<file path="config.mk">
export PLATFORM = sky130hd
export DESIGN_NAME = number_token_parser_top_flat
export DESIGN_NICKNAME = d
export VERILOG_FILES = /design/src/hdl/ntp_pkg.sv /design/src/hdl/ntp_in_if.sv /design/src/hdl/ntp_out_if.sv /design/src/hdl/ntp_cfg_if.sv /design/src/hdl/number_token_parser_top.sv /design/src/flat_wrapper.sv
export SDC_FILE = /design/constraint.sdc
export NUM_CORES = 1
export LEC_CHECK = 0
export ABC_AREA = 1
export BUFFER_PORTS_ARGS = -buffer_cell sky130_fd_sc_hd__buf_2
export CELL_PAD_IN_SITES_DETAIL_PLACEMENT = 1
export CELL_PAD_IN_SITES_GLOBAL_PLACEMENT = 1
export CORE_AREA = 10 10 184 230
export CTS_CLUSTER_DIAMETER = 40
export DETAILED_ROUTE_END_ITERATION = 8
export DIE_AREA = 0 0 194 240
export PLACE_DENSITY_LB_ADDON = 0.1
export SLEW_MARGIN = 20
export SYNTH_ARGS = -nofsm -noshare
export SYNTH_HDL_FRONTEND = slang
export SYNTH_SLANG_ARGS = --single-unit
</file>
<file path="constraint.sdc">
create_clock -name clk -period 16.7 [get_ports clk]
set_clock_uncertainty 0.1 [all_clocks]
set_input_delay 0.835 -clock clk [delete_from_list [all_inputs] [get_ports clk]]
set_output_delay 0.835 -clock clk [all_outputs]
set_load 0.03 [all_outputs]
</file>
<file path="src/hdl/ntp_pkg.sv">
// shared types, character codes and constants for the number token parser
// no dependencies
package ntp_pkg;

	localparam int VALUE_WIDTH_DEF = 32;
	localparam int NUMBER_W        = 32;
	localparam int CHAR_W          = 8;
	localparam int COUNT_W         = 8;
	localparam int FRAC_W          = 20;
	localparam int FDIG_W          = 3;
	localparam int CFG_IDX_W       = 1;

	localparam logic [CFG_IDX_W-1:0] CFG_HEX_ENABLE    = 1'b0;
	localparam logic [CFG_IDX_W-1:0] CFG_SUFFIX_ENABLE = 1'b1;

	localparam logic [CHAR_W-1:0] CH_0     = 8'h30;
	localparam logic [CHAR_W-1:0] CH_9     = 8'h39;
	localparam logic [CHAR_W-1:0] CH_UP_A  = 8'h41;
	localparam logic [CHAR_W-1:0] CH_UP_Z  = 8'h5A;
	localparam logic [CHAR_W-1:0] CH_A     = 8'h61;
	localparam logic [CHAR_W-1:0] CH_F     = 8'h66;
	localparam logic [CHAR_W-1:0] CH_H     = 8'h68;
	localparam logic [CHAR_W-1:0] CH_K     = 8'h6B;
	localparam logic [CHAR_W-1:0] CH_M     = 8'h6D;
	localparam logic [CHAR_W-1:0] CH_X     = 8'h78;
	localparam logic [CHAR_W-1:0] CASE_BIT = 8'h20;

	localparam logic [FDIG_W-1:0] KILO_DIGITS = 3'd3;
	localparam logic [FDIG_W-1:0] MEGA_DIGITS = 3'd6;

	typedef enum logic [3:0] {
		PH_IDLE = 4'b0001,
		PH_DEC  = 4'b0010,
		PH_HEX  = 4'b0100,
		PH_FRAC = 4'b1000
	} phase_t;

	// weight of one fraction digit by its distance from the last kept place
	function automatic logic [FRAC_W-1:0] pow10(input logic [FDIG_W-1:0] e);
		logic [FRAC_W-1:0] r;
		case (e)
			3'd0: r = 20'd1;
			3'd1: r = 20'd10;
			3'd2: r = 20'd100;
			3'd3: r = 20'd1000;
			3'd4: r = 20'd10000;
			3'd5: r = 20'd100000;
			default: r = 20'd0;
		endcase
		return r;
	endfunction

endpackage

</file>
<file path="src/hdl/ntp_in_if.sv">
// character input channel of the number token parser
// depends on ntp_pkg
interface ntp_in_if;
	logic                           valid;
	logic                           ready;
	logic [ntp_pkg::CHAR_W-1:0]     char_in;
	logic                           start_req;

	modport source (output valid, output char_in, output start_req, input ready);
	modport sink   (input valid, input char_in, input start_req, output ready);
endinterface

</file>
<file path="src/hdl/ntp_out_if.sv">
// result channel of the number token parser
// depends on ntp_pkg
interface ntp_out_if;
	logic                           valid;
	logic                           ready;
	logic                           ok;
	logic [ntp_pkg::NUMBER_W-1:0]   number;
	logic [ntp_pkg::COUNT_W-1:0]    consumed;
	logic                           was_hex;

	modport source (output valid, output ok, output number, output consumed, output was_hex,
		input ready);
	modport sink   (input valid, input ok, input number, input consumed, input was_hex,
		output ready);
endinterface

</file>
<file path="src/hdl/ntp_cfg_if.sv">
// configuration write channel of the number token parser
// depends on ntp_pkg
interface ntp_cfg_if;
	logic                              valid;
	logic                              ready;
	logic [ntp_pkg::CFG_IDX_W-1:0]     index;
	logic                              data;

	modport source (output valid, output index, output data, input ready);
	modport sink   (input valid, input index, input data, output ready);
endinterface

</file>
<file path="src/hdl/number_token_parser_top.sv">
// number token parser: streaming ascii decimal / hex number parser
// depends on ntp_pkg, ntp_in_if, ntp_out_if, ntp_cfg_if
//
// usage:
//   in_ch carries one character a beat with start_req marking the first
//   character of a token. a token is decimal, decimal with k / m suffix and
//   fraction digits, or hex after a 0x / 0h / x / h prefix. the first
//   character that does not fit ends the token and yields one beat on out_ch
//   (ok, number, consumed, was_hex); that character is not part of any token.
//   cfg_ch writes hex_enable (index 0) and suffix_enable (index 1); it is
//   always ready and should be used only while the parser is idle.
// timing:
//   one character per cycle sustained while out_ch is not held. a character
//   taken sits in the input register and is parsed from there; the result
//   of an ending character is registered in the result register for out_ch.
//   the running state is one register set updated once per character.
// reset: token state cleared, both enables set to 1, no result pending.
// stall: while out_ch is held, one more character waits in the input
//   register; further characters are refused until the result is taken.
module number_token_parser_top #(
	parameter int VALUE_WIDTH = ntp_pkg::VALUE_WIDTH_DEF
) (
	input  logic      clk,
	input  logic      arst_n,
	ntp_in_if.sink    in_ch,
	ntp_out_if.source out_ch,
	ntp_cfg_if.sink   cfg_ch
);

	localparam logic [VALUE_WIDTH-1:0] SCALE_K = VALUE_WIDTH'(1000);
	localparam logic [VALUE_WIDTH-1:0] SCALE_M = VALUE_WIDTH'(1000000);

	// configuration
	logic hex_en_q;
	logic sfx_en_q;

	// input register
	logic                          valid_s1;
	logic [ntp_pkg::CHAR_W-1:0]    char_s1;
	logic                          start_s1;

	// token state
	ntp_pkg::phase_t               phase_q, phase_d;
	logic [VALUE_WIDTH-1:0]        accum_q, accum_d;
	logic [ntp_pkg::FRAC_W-1:0]    frac_q, frac_d;
	logic [ntp_pkg::FDIG_W-1:0]    fdig_q, fdig_d;
	logic                          mega_q, mega_d;
	logic [ntp_pkg::COUNT_W-1:0]   cnt_q, cnt_d;
	logic                          seen_q, seen_d;

	// result register
	logic                          out_valid_q;
	logic                          ok_q;
	logic [ntp_pkg::NUMBER_W-1:0]  number_q;
	logic [ntp_pkg::COUNT_W-1:0]   consumed_q;
	logic                          was_hex_q;

	logic                          adv;
	logic                          emit;
	logic                          emit_ok;
	logic [VALUE_WIDTH-1:0]        emit_val;
	logic [ntp_pkg::COUNT_W-1:0]   emit_cnt;
	logic                          emit_hex;

	logic [ntp_pkg::CHAR_W-1:0]    lc;
	logic                          is_dig;
	logic                          is_hexl;
	logic                          is_pfx;
	logic                          is_sfx;
	logic [3:0]                    dval;
	logic [3:0]                    hval;
	logic [ntp_pkg::COUNT_W-1:0]   cnt_inc;
	logic [ntp_pkg::FDIG_W-1:0]    limit;
	logic [ntp_pkg::FDIG_W-1:0]    fidx;

	assign adv          = valid_s1 && (!out_valid_q || out_ch.ready);
	assign in_ch.ready  = !valid_s1 || adv;
	assign cfg_ch.ready = 1'b1;

	assign out_ch.valid    = out_valid_q;
	assign out_ch.ok       = ok_q;
	assign out_ch.number   = number_q;
	assign out_ch.consumed = consumed_q;
	assign out_ch.was_hex  = was_hex_q;

	// character classes
	assign lc      = (char_s1 >= ntp_pkg::CH_UP_A && char_s1 <= ntp_pkg::CH_UP_Z) ?
		(char_s1 | ntp_pkg::CASE_BIT) : char_s1;
	assign is_dig  = (char_s1 >= ntp_pkg::CH_0) && (char_s1 <= ntp_pkg::CH_9);
	assign is_hexl = (lc >= ntp_pkg::CH_A) && (lc <= ntp_pkg::CH_F);
	assign is_pfx  = (lc == ntp_pkg::CH_X) || (lc == ntp_pkg::CH_H);
	assign is_sfx  = (lc == ntp_pkg::CH_K) || (lc == ntp_pkg::CH_M);
	assign dval    = 4'(char_s1 - ntp_pkg::CH_0);
	assign hval    = is_dig ? dval : 4'(lc - ntp_pkg::CH_A + 8'd10);
	assign cnt_inc = (cnt_q == {ntp_pkg::COUNT_W{1'b1}}) ? cnt_q : cnt_q + 8'd1;
	assign limit   = mega_q ? ntp_pkg::MEGA_DIGITS : ntp_pkg::KILO_DIGITS;
	assign fidx    = 3'(limit - 3'd1 - fdig_q);

	always_comb begin
		phase_d  = phase_q;
		accum_d  = accum_q;
		frac_d   = frac_q;
		fdig_d   = fdig_q;
		mega_d   = mega_q;
		cnt_d    = cnt_q;
		seen_d   = seen_q;
		emit     = 1'b0;
		emit_ok  = 1'b0;
		emit_val = '0;
		emit_cnt = cnt_q;
		emit_hex = 1'b0;
		if (start_s1) begin
			phase_d = ntp_pkg::PH_IDLE;
			accum_d = '0;
			frac_d  = '0;
			fdig_d  = '0;
			mega_d  = 1'b0;
			cnt_d   = '0;
			seen_d  = 1'b0;
			if (is_dig) begin
				phase_d = ntp_pkg::PH_DEC;
				accum_d = VALUE_WIDTH'(dval);
				seen_d  = 1'b1;
				cnt_d   = 8'd1;
			end else if (is_pfx && hex_en_q) begin
				phase_d = ntp_pkg::PH_HEX;
				cnt_d   = 8'd1;
			end else begin
				emit     = 1'b1;
				emit_cnt = '0;
			end
		end else begin
			unique case (phase_q)
				ntp_pkg::PH_IDLE: begin
				end
				ntp_pkg::PH_DEC: begin
					if (is_dig) begin
						accum_d = (accum_q << 3) + (accum_q << 1) + VALUE_WIDTH'(dval);
						cnt_d   = cnt_inc;
					end else if (is_pfx && hex_en_q && cnt_q == 8'd1 && accum_q == '0) begin
						phase_d = ntp_pkg::PH_HEX;
						accum_d = '0;
						seen_d  = 1'b0;
						cnt_d   = cnt_inc;
					end else if (is_sfx && sfx_en_q) begin
						phase_d = ntp_pkg::PH_FRAC;
						mega_d  = (lc == ntp_pkg::CH_M);
						accum_d = accum_q * ((lc == ntp_pkg::CH_M) ? SCALE_M : SCALE_K);
						cnt_d   = cnt_inc;
					end else begin
						emit     = 1'b1;
						emit_ok  = 1'b1;
						emit_val = accum_q;
					end
				end
				ntp_pkg::PH_HEX: begin
					if (is_dig || is_hexl) begin
						accum_d = (accum_q << 4) | VALUE_WIDTH'(hval);
						seen_d  = 1'b1;
						cnt_d   = cnt_inc;
					end else begin
						emit     = 1'b1;
						emit_ok  = seen_q;
						emit_val = seen_q ? accum_q : '0;
						emit_hex = 1'b1;
					end
				end
				ntp_pkg::PH_FRAC: begin
					if (is_dig) begin
						if (fdig_q < limit) begin
							frac_d = frac_q + 20'(20'(dval) * ntp_pkg::pow10(fidx));
							fdig_d = fdig_q + 3'd1;
						end
						cnt_d = cnt_inc;
					end else begin
						emit     = 1'b1;
						emit_ok  = 1'b1;
						emit_val = accum_q + VALUE_WIDTH'(frac_q);
					end
				end
				default: begin
				end
			endcase
			if (emit) begin
				phase_d = ntp_pkg::PH_IDLE;
				accum_d = '0;
				frac_d  = '0;
				fdig_d  = '0;
				mega_d  = 1'b0;
				cnt_d   = '0;
				seen_d  = 1'b0;
			end
		end
	end

	always_ff @(posedge clk or negedge arst_n) begin
		if (!arst_n) begin
			hex_en_q <= 1'b1;
			sfx_en_q <= 1'b1;
		end else if (cfg_ch.valid) begin
			unique case (cfg_ch.index)
				ntp_pkg::CFG_HEX_ENABLE:    hex_en_q <= cfg_ch.data;
				ntp_pkg::CFG_SUFFIX_ENABLE: sfx_en_q <= cfg_ch.data;
				default: begin
				end
			endcase
		end
	end

	always_ff @(posedge clk or negedge arst_n) begin
		if (!arst_n) begin
			valid_s1 <= 1'b0;
		end else if (in_ch.ready) begin
			valid_s1 <= in_ch.valid;
		end
	end

	always_ff @(posedge clk) begin
		if (in_ch.ready && in_ch.valid) begin
			char_s1  <= in_ch.char_in;
			start_s1 <= in_ch.start_req;
		end
	end

	always_ff @(posedge clk or negedge arst_n) begin
		if (!arst_n) begin
			phase_q <= ntp_pkg::PH_IDLE;
			accum_q <= '0;
			frac_q  <= '0;
			fdig_q  <= '0;
			mega_q  <= 1'b0;
			cnt_q   <= '0;
			seen_q  <= 1'b0;
		end else if (adv) begin
			phase_q <= phase_d;
			accum_q <= accum_d;
			frac_q  <= frac_d;
			fdig_q  <= fdig_d;
			mega_q  <= mega_d;
			cnt_q   <= cnt_d;
			seen_q  <= seen_d;
		end
	end

	always_ff @(posedge clk or negedge arst_n) begin
		if (!arst_n) begin
			out_valid_q <= 1'b0;
		end else if (adv) begin
			out_valid_q <= emit;
		end else if (out_ch.ready) begin
			out_valid_q <= 1'b0;
		end
	end

	always_ff @(posedge clk) begin
		if (adv && emit) begin
			ok_q       <= emit_ok;
			number_q   <= ntp_pkg::NUMBER_W'(emit_val);
			consumed_q <= emit_cnt;
			was_hex_q  <= emit_hex;
		end
	end

	// a decimal token always holds a digit
	assert property (@(posedge clk) disable iff (!arst_n)
		(phase_q == ntp_pkg::PH_DEC) |-> seen_q)
		else $error("decimal phase without digit");

	// kept fraction digits never pass the suffix limit
	assert property (@(posedge clk) disable iff (!arst_n)
		(phase_q == ntp_pkg::PH_FRAC) |-> (fdig_q <= limit))
		else $error("fraction digit count over limit");

	// no open token means nothing counted
	assert property (@(posedge clk) disable iff (!arst_n)
		(phase_q == ntp_pkg::PH_IDLE) |-> (cnt_q == '0 && accum_q == '0))
		else $error("idle phase with stale token state");

	// a start beat with a digit opens a decimal token
	assert property (@(posedge clk) disable iff (!arst_n)
		(adv && start_s1 && is_dig) |=> (phase_q == ntp_pkg::PH_DEC))
		else $error("digit start did not open decimal token");

	// a result only appears after a parsed character
	assert property (@(posedge clk) disable iff (!arst_n)
		$rose(out_valid_q) |-> $past(adv && emit))
		else $error("result without ending character");

endmodule
</file>
<file path="src/flat_wrapper.sv">
// flat-port wrapper written by rule: the top's interface ports become plain ports
module number_token_parser_top_flat 
#(
	parameter int VALUE_WIDTH = ntp_pkg::VALUE_WIDTH_DEF
)
  (clk, arst_n, in_ch_valid, in_ch_char_in, in_ch_start_req, in_ch_ready, out_ch_valid, out_ch_ok, out_ch_number, out_ch_consumed, out_ch_was_hex, out_ch_ready, cfg_ch_valid, cfg_ch_index, cfg_ch_data, cfg_ch_ready);
  ntp_in_if in_ch_i ();
  ntp_out_if out_ch_i ();
  ntp_cfg_if cfg_ch_i ();
  input  logic clk;
  input  logic arst_n;
  input wire logic [$bits(in_ch_i.valid)-1:0] in_ch_valid;
  input wire logic [$bits(in_ch_i.char_in)-1:0] in_ch_char_in;
  input wire logic [$bits(in_ch_i.start_req)-1:0] in_ch_start_req;
  output wire logic [$bits(in_ch_i.ready)-1:0] in_ch_ready;
  output wire logic [$bits(out_ch_i.valid)-1:0] out_ch_valid;
  output wire logic [$bits(out_ch_i.ok)-1:0] out_ch_ok;
  output wire logic [$bits(out_ch_i.number)-1:0] out_ch_number;
  output wire logic [$bits(out_ch_i.consumed)-1:0] out_ch_consumed;
  output wire logic [$bits(out_ch_i.was_hex)-1:0] out_ch_was_hex;
  input wire logic [$bits(out_ch_i.ready)-1:0] out_ch_ready;
  input wire logic [$bits(cfg_ch_i.valid)-1:0] cfg_ch_valid;
  input wire logic [$bits(cfg_ch_i.index)-1:0] cfg_ch_index;
  input wire logic [$bits(cfg_ch_i.data)-1:0] cfg_ch_data;
  output wire logic [$bits(cfg_ch_i.ready)-1:0] cfg_ch_ready;
  assign in_ch_i.valid = in_ch_valid;
  assign in_ch_i.char_in = in_ch_char_in;
  assign in_ch_i.start_req = in_ch_start_req;
  assign in_ch_ready = in_ch_i.ready;
  assign out_ch_valid = out_ch_i.valid;
  assign out_ch_ok = out_ch_i.ok;
  assign out_ch_number = out_ch_i.number;
  assign out_ch_consumed = out_ch_i.consumed;
  assign out_ch_was_hex = out_ch_i.was_hex;
  assign out_ch_i.ready = out_ch_ready;
  assign cfg_ch_i.valid = cfg_ch_valid;
  assign cfg_ch_i.index = cfg_ch_index;
  assign cfg_ch_i.data = cfg_ch_data;
  assign cfg_ch_ready = cfg_ch_i.ready;
  number_token_parser_top #(.VALUE_WIDTH(VALUE_WIDTH)) u_core (.clk(clk), .arst_n(arst_n), .in_ch(in_ch_i), .out_ch(out_ch_i), .cfg_ch(cfg_ch_i));
endmodule
</file>
[Yosys cells after proc, flatten, opt, wreduce, memory -nomap -nowiden]
Cells that the tools add are included.
W data, S select, Z words.
Storage, ports and cells
  memory bits (read-only): 0
  flip-flop bits (word level): 124
  latch bits: 0
  logic and storage cells: 181
  bits in writable memories: 0
  bits of input ports: 16
  memories: 0
  output and inout bits: 45
Operators by class
  $mul: 2
  bitwise operators: 3
  add/subtract/negate cells: 11
  shift operators: 0
  equality and inequality tests: 21
  reduce and logical (&&, ||, !) cells: 37
  mux-type cells: 83
  order comparisons: 7
  div/mod/pow operators: 0
Operators by type and width (count)
  $mux W32: 12
  $mux W20: 10
  $pmux W17 S6: 1
  $mux W8: 12
  $pmux W32 S3: 1
  $pmux W32 S2: 1
  $mux W4: 9
  $add A32 B20 Y32: 1
  $add A32 B32 Y32: 1
  $add A32 B4 Y32: 1
  $eq A8 B7 Y1 const B: 4
  $logic_not A32 Y1: 1
  $mul A32 B32 Y32: 1
  $or A32 B4 Y32: 1
  $mux W1: 25
  $pmux W8 S3: 1
  $mux W3: 7
  $add A20 B20 Y20: 1
  $mul A4 B20 Y20: 1
  $ge A8 B7 Y1 const B: 2
  $le A8 B7 Y1 const B: 2
  $reduce_and A5 Y1: 3
  $reduce_bool A3 Y1: 5
  $ne A4 B1 Y1 const B: 3
  34 further kinds: 58

[Longest topological paths before layout]
  depth in word-level cells: 16
  gate-level depth with buffers: 44
  depth with buffers taken out: 40

[Least setup slack after synthesis]
No wires, ideal clock.
  path type: flip-flop to flip-flop
  start point: register u_core.char_s1[0] in the netlist's numbering
  end point: register u_core.accum_q[29]
  clock period less this slack: 7687 ps
  setup time: 117 ps
  cell stages (with the launch flop): 39
  slack: 9013 ps
  arrival: 7470 ps
  cell sequence: edfxtp_1 -> inv_1 -> clkbuf_1 -> ha_1 -> inv_1 -> nor2_1 -> nand2_1 -> nand2_1 -> nand2_1 -> nand2_1 -> nand2_2 -> nand3_1 -> buf_2 -> buf_1 -> buf_1 -> nand2_1 -> fa_1 -> fa_1 -> [... 3 more ...] -> inv_1 -> fa_1 -> inv_1 -> fa_1 -> ha_1 -> ha_1 -> a21oi_1 -> o21ai_0 -> a21oi_1 -> nand3_1 -> a31o_2 -> or2_2 -> nand3_1 -> nand2_1 -> a21oi_1 -> nor2_1 -> nand2_1 -> nand2_1
On the way
  longest elaborated chain between the ends: 14
  elaborated cells on any way between the ends: 42
  classes of those cells: add/sub (2); mul (1); order compare (6); eq/ne (6); mux (15); reduce/logical (12)
Ends and longest elaborated chain
  start: declaration: RTL line number_token_parser_top.sv:39  | logic [ntp_pkg::CHAR_W-1:0] char_s1;
  start signal: assignment: RTL line number_token_parser_top.sv:220  | char_s1 <= in_ch.char_in;
  branches (longest 14 deep; another with $mul A32 B32 Y32)
  end signal: assignment: RTL line number_token_parser_top.sv:236  | accum_q <= accum_d;
  end: declaration: RTL line number_token_parser_top.sv:44  | logic [VALUE_WIDTH-1:0] accum_q, accum_d;
Several ways; the timed one is not identified. The select of a mux whose other input is x is not followed.
A chain may end at the register's enable or synchronous reset.

[Worst setup path in the final report]
  start point: register u_core.char_s1[1] in the netlist's numbering
  end point: register u_core.accum_q[31]
Same word-level chain as after synthesis.

==> metrics <==
DR WL/cell=24.3 um; WP buf/inv=6; first-pass GRT wire length=117000 um; Final Power=4.46 mW; flops & latches, synth=124; die width=194 um; root buffer cell=clkbuf_16; Core Rows=80; remaining antenna violation count=0; sequential fraction of the synthesis area=0.170; Netlist Area Pre-Place=19800 sq um; syn_area_per_cell=7.67 sq um; M3 GR Usage=0.0464; Inserted Diodes=0; dpl ws=8.15 ns; Max-Slew Margin vs Limit=0.292; CP delay by family, top=adder cells; Reg-to-Reg Start=u_core.char_s1[1]; Min Hold Slack=0.0936 ns; max-cap violation count=0; gpl congestion=1.00; top post-synthesis cells by area=fa_1 (19%), ha_1 (19%), nand2_1 (9.5%); max frequency=113 MHz; total number of vias=18500; placed cells=3101; Hold Buf Count CTS=0; number of CTS-inserted buffers=17; total track usage=0.327; most common cell after layout, fill and taps aside=nand2_1; critical path fanouts, max=52; largest net degree at the start of global routing=66; GRT Max-Usage Layer=met2; vias per cell=5.89; Worst VDD drop=0.000198 V; core area=37800 sq um; clock-pin slew on the worst setup and hold paths=0.06 ns; Pre-Repair DR Iteration Count=5; YS warnings=0; Post-CTS Setup Bufs=0; leakage=11.6 nW; Reg2Reg Capture Point=u_core.accum_q[31]; Starting Density=0.523; pwr dens=209 nW/um^2; grt met2 use=0.593; DP Wirelength=62200 um; Final Cycle Share=0.528; startpoint types=flip-flop; Critical Path RT=16.95 ns; worst-margin pin slew=1.05 ns; design area=21300 sq um; TritonCTS clock tree=built; final non-filler cell total=3133; Initial DRC Count=1121; Area Growth Syn to Fin=7.66%; fin crit period=8.83 ns; ys flop type=dfrtp_1; unique cell type count in the Yosys netlist=62; Critical Path Sink Type=flip-flop; GR Layer Usage met1=0.340; unrepaired setup endpoints after global routing=false; Hold Crit Class=input port to asynchronous set/reset pin; reg2reg path depth=38; Slew Viols, Final=0; Post-route DRC=0; Yosys top cell by area=fa_1; Die Y=240 um; Post-synth EDFFs=51; layout cell share with drive strength beyond 1=0.0636; Synth Instances=2580; Worst Path Arrival=9.07 ns; vias in the first global route=20500; CTS-repair resized insts=0; I/O Buffers=59; Layout Nets=3127; Fin. Hold Viols=0; Util after Layout=0.563; IO Count=61; async set-reset flop share out of synthesis=0.589; Net Count, Synth=3079; final setup fails=0; FF-to-FF setup slack=7.87 ns; Die Area=46600 sq um; WL final=76300 um; max incr delay on CP=0.72 ns; top cell type's share of synthesized area=0.188; critical path type=flip-flop to flip-flop; clock sinks=124; worst skew pair latency=0.46 ns; Setup WS post-layout=7.87 ns; status=finished clean; instance area at placement=20600 sq um; antenna violations before repair=0; most frequent cells in the layout=nand2_1 (502), inv_1 (483), ha_1 (297), nor2_1 (216), fa_1 (186); Crit-path slowest cell=edfxtp_1; setup tns final=0 ns; grt total ovfl=0; Max clock buf depth=2; Max H-tree Level=4; Most common cell on crit path=nand2_1
## flip-flops by register name (all words and copies together) (netlist names), 3 cells and up
name / cells
u_core.fdig_q: 3
u_core.char_s1: 8
u_core.out_ch.number: 32
u_core.out_ch.consumed: 8
u_core.cnt_q: 8
u_core.accum_q: 32
u_core.frac_q: 20
u_core.phase_q: 4
## cells by family after synthesis
kind of cell    count (synthesis)  share of synthesized area
simple gates                  949                      0.204
buf+inv                       556                      0.108
fa+ha+maj                     483                      0.376
compound gates                409                      0.116
flops                         124                      0.170
xor+xnor                       58                     0.0257
other cells                     1                   0.000190
## cell usage after synthesis (5+ instances only)
master    number
clkbuf_1      31
nand3b_1       9
or2_2         15
xnor2_1       22
buf_2         14
a21oi_1      136
o22ai_1       13
nor4_1        18
fa_1         186
o211ai_1       6
ha_1         297
xor2_1        36
o21bai_1      12
nand4_1       32
inv_1        484
a211oi_1       5
dfrtp_1       70
o21ai_1       31
o21ai_0      155
a21o_1        13
nor2_1       216
a31oi_1       16
edfxtp_1      51
nor3_1        36
nand2_1      502
nand3_1      100
inv_2         12
## worst max-delay path by stage
| stage | startpoint | depth (start not counted) | endpoint | slack (ns) |
|---|---|---|---|---|
| finish | u_core.char_s1[1] | 38 | u_core.accum_q[31] | 7.87 |
| global placement | u_core.char_s1[1] | 38 | u_core.accum_q[29] | 8.43 |
| CTS | u_core.char_s1[1] | 38 | u_core.accum_q[29] | 8.01 |
| floorplan | u_core.char_s1[0] | 38 | u_core.accum_q[29] | 9.01 |
| global route | u_core.char_s1[1] | 39 | u_core.accum_q[31] | 7.31 |
| detailed placement | u_core.char_s1[1] | 38 | u_core.accum_q[29] | 8.15 |
## power by group
part	internal (mW)	switching [mW]
Clock	0.266	0.150
Combinational	1.23	2.35
Sequential	0.367	0.0969
Total	1.87	2.60
## layer usage
metal  vias up  wire length, um
li1       8440                -
met1      9190            27800
met2       575            38800
met3       250             3690
met4         0             5990
met5         -                0
## cell type report
cell class,instances,area [sq um]
fill,4834,16500
clock buffer,22,485
multi-input combinational,1900,14300
clock inverter,10,159
sequential,124,3360
tap,492,616
timing repair buffer,84,485
inverter,501,1880
## worst reg2reg max path: cells and delay by family, from the launching register on
kind                       cells  cell delay, ns
and+or+nand+nor               19            2.36
buffers and inverters          6            0.86
adders and majority gates      9            3.76
DFF                            1            0.72
AOI/OAI and AO/OA              4            0.97
Power figures use the tool's default switching activity.
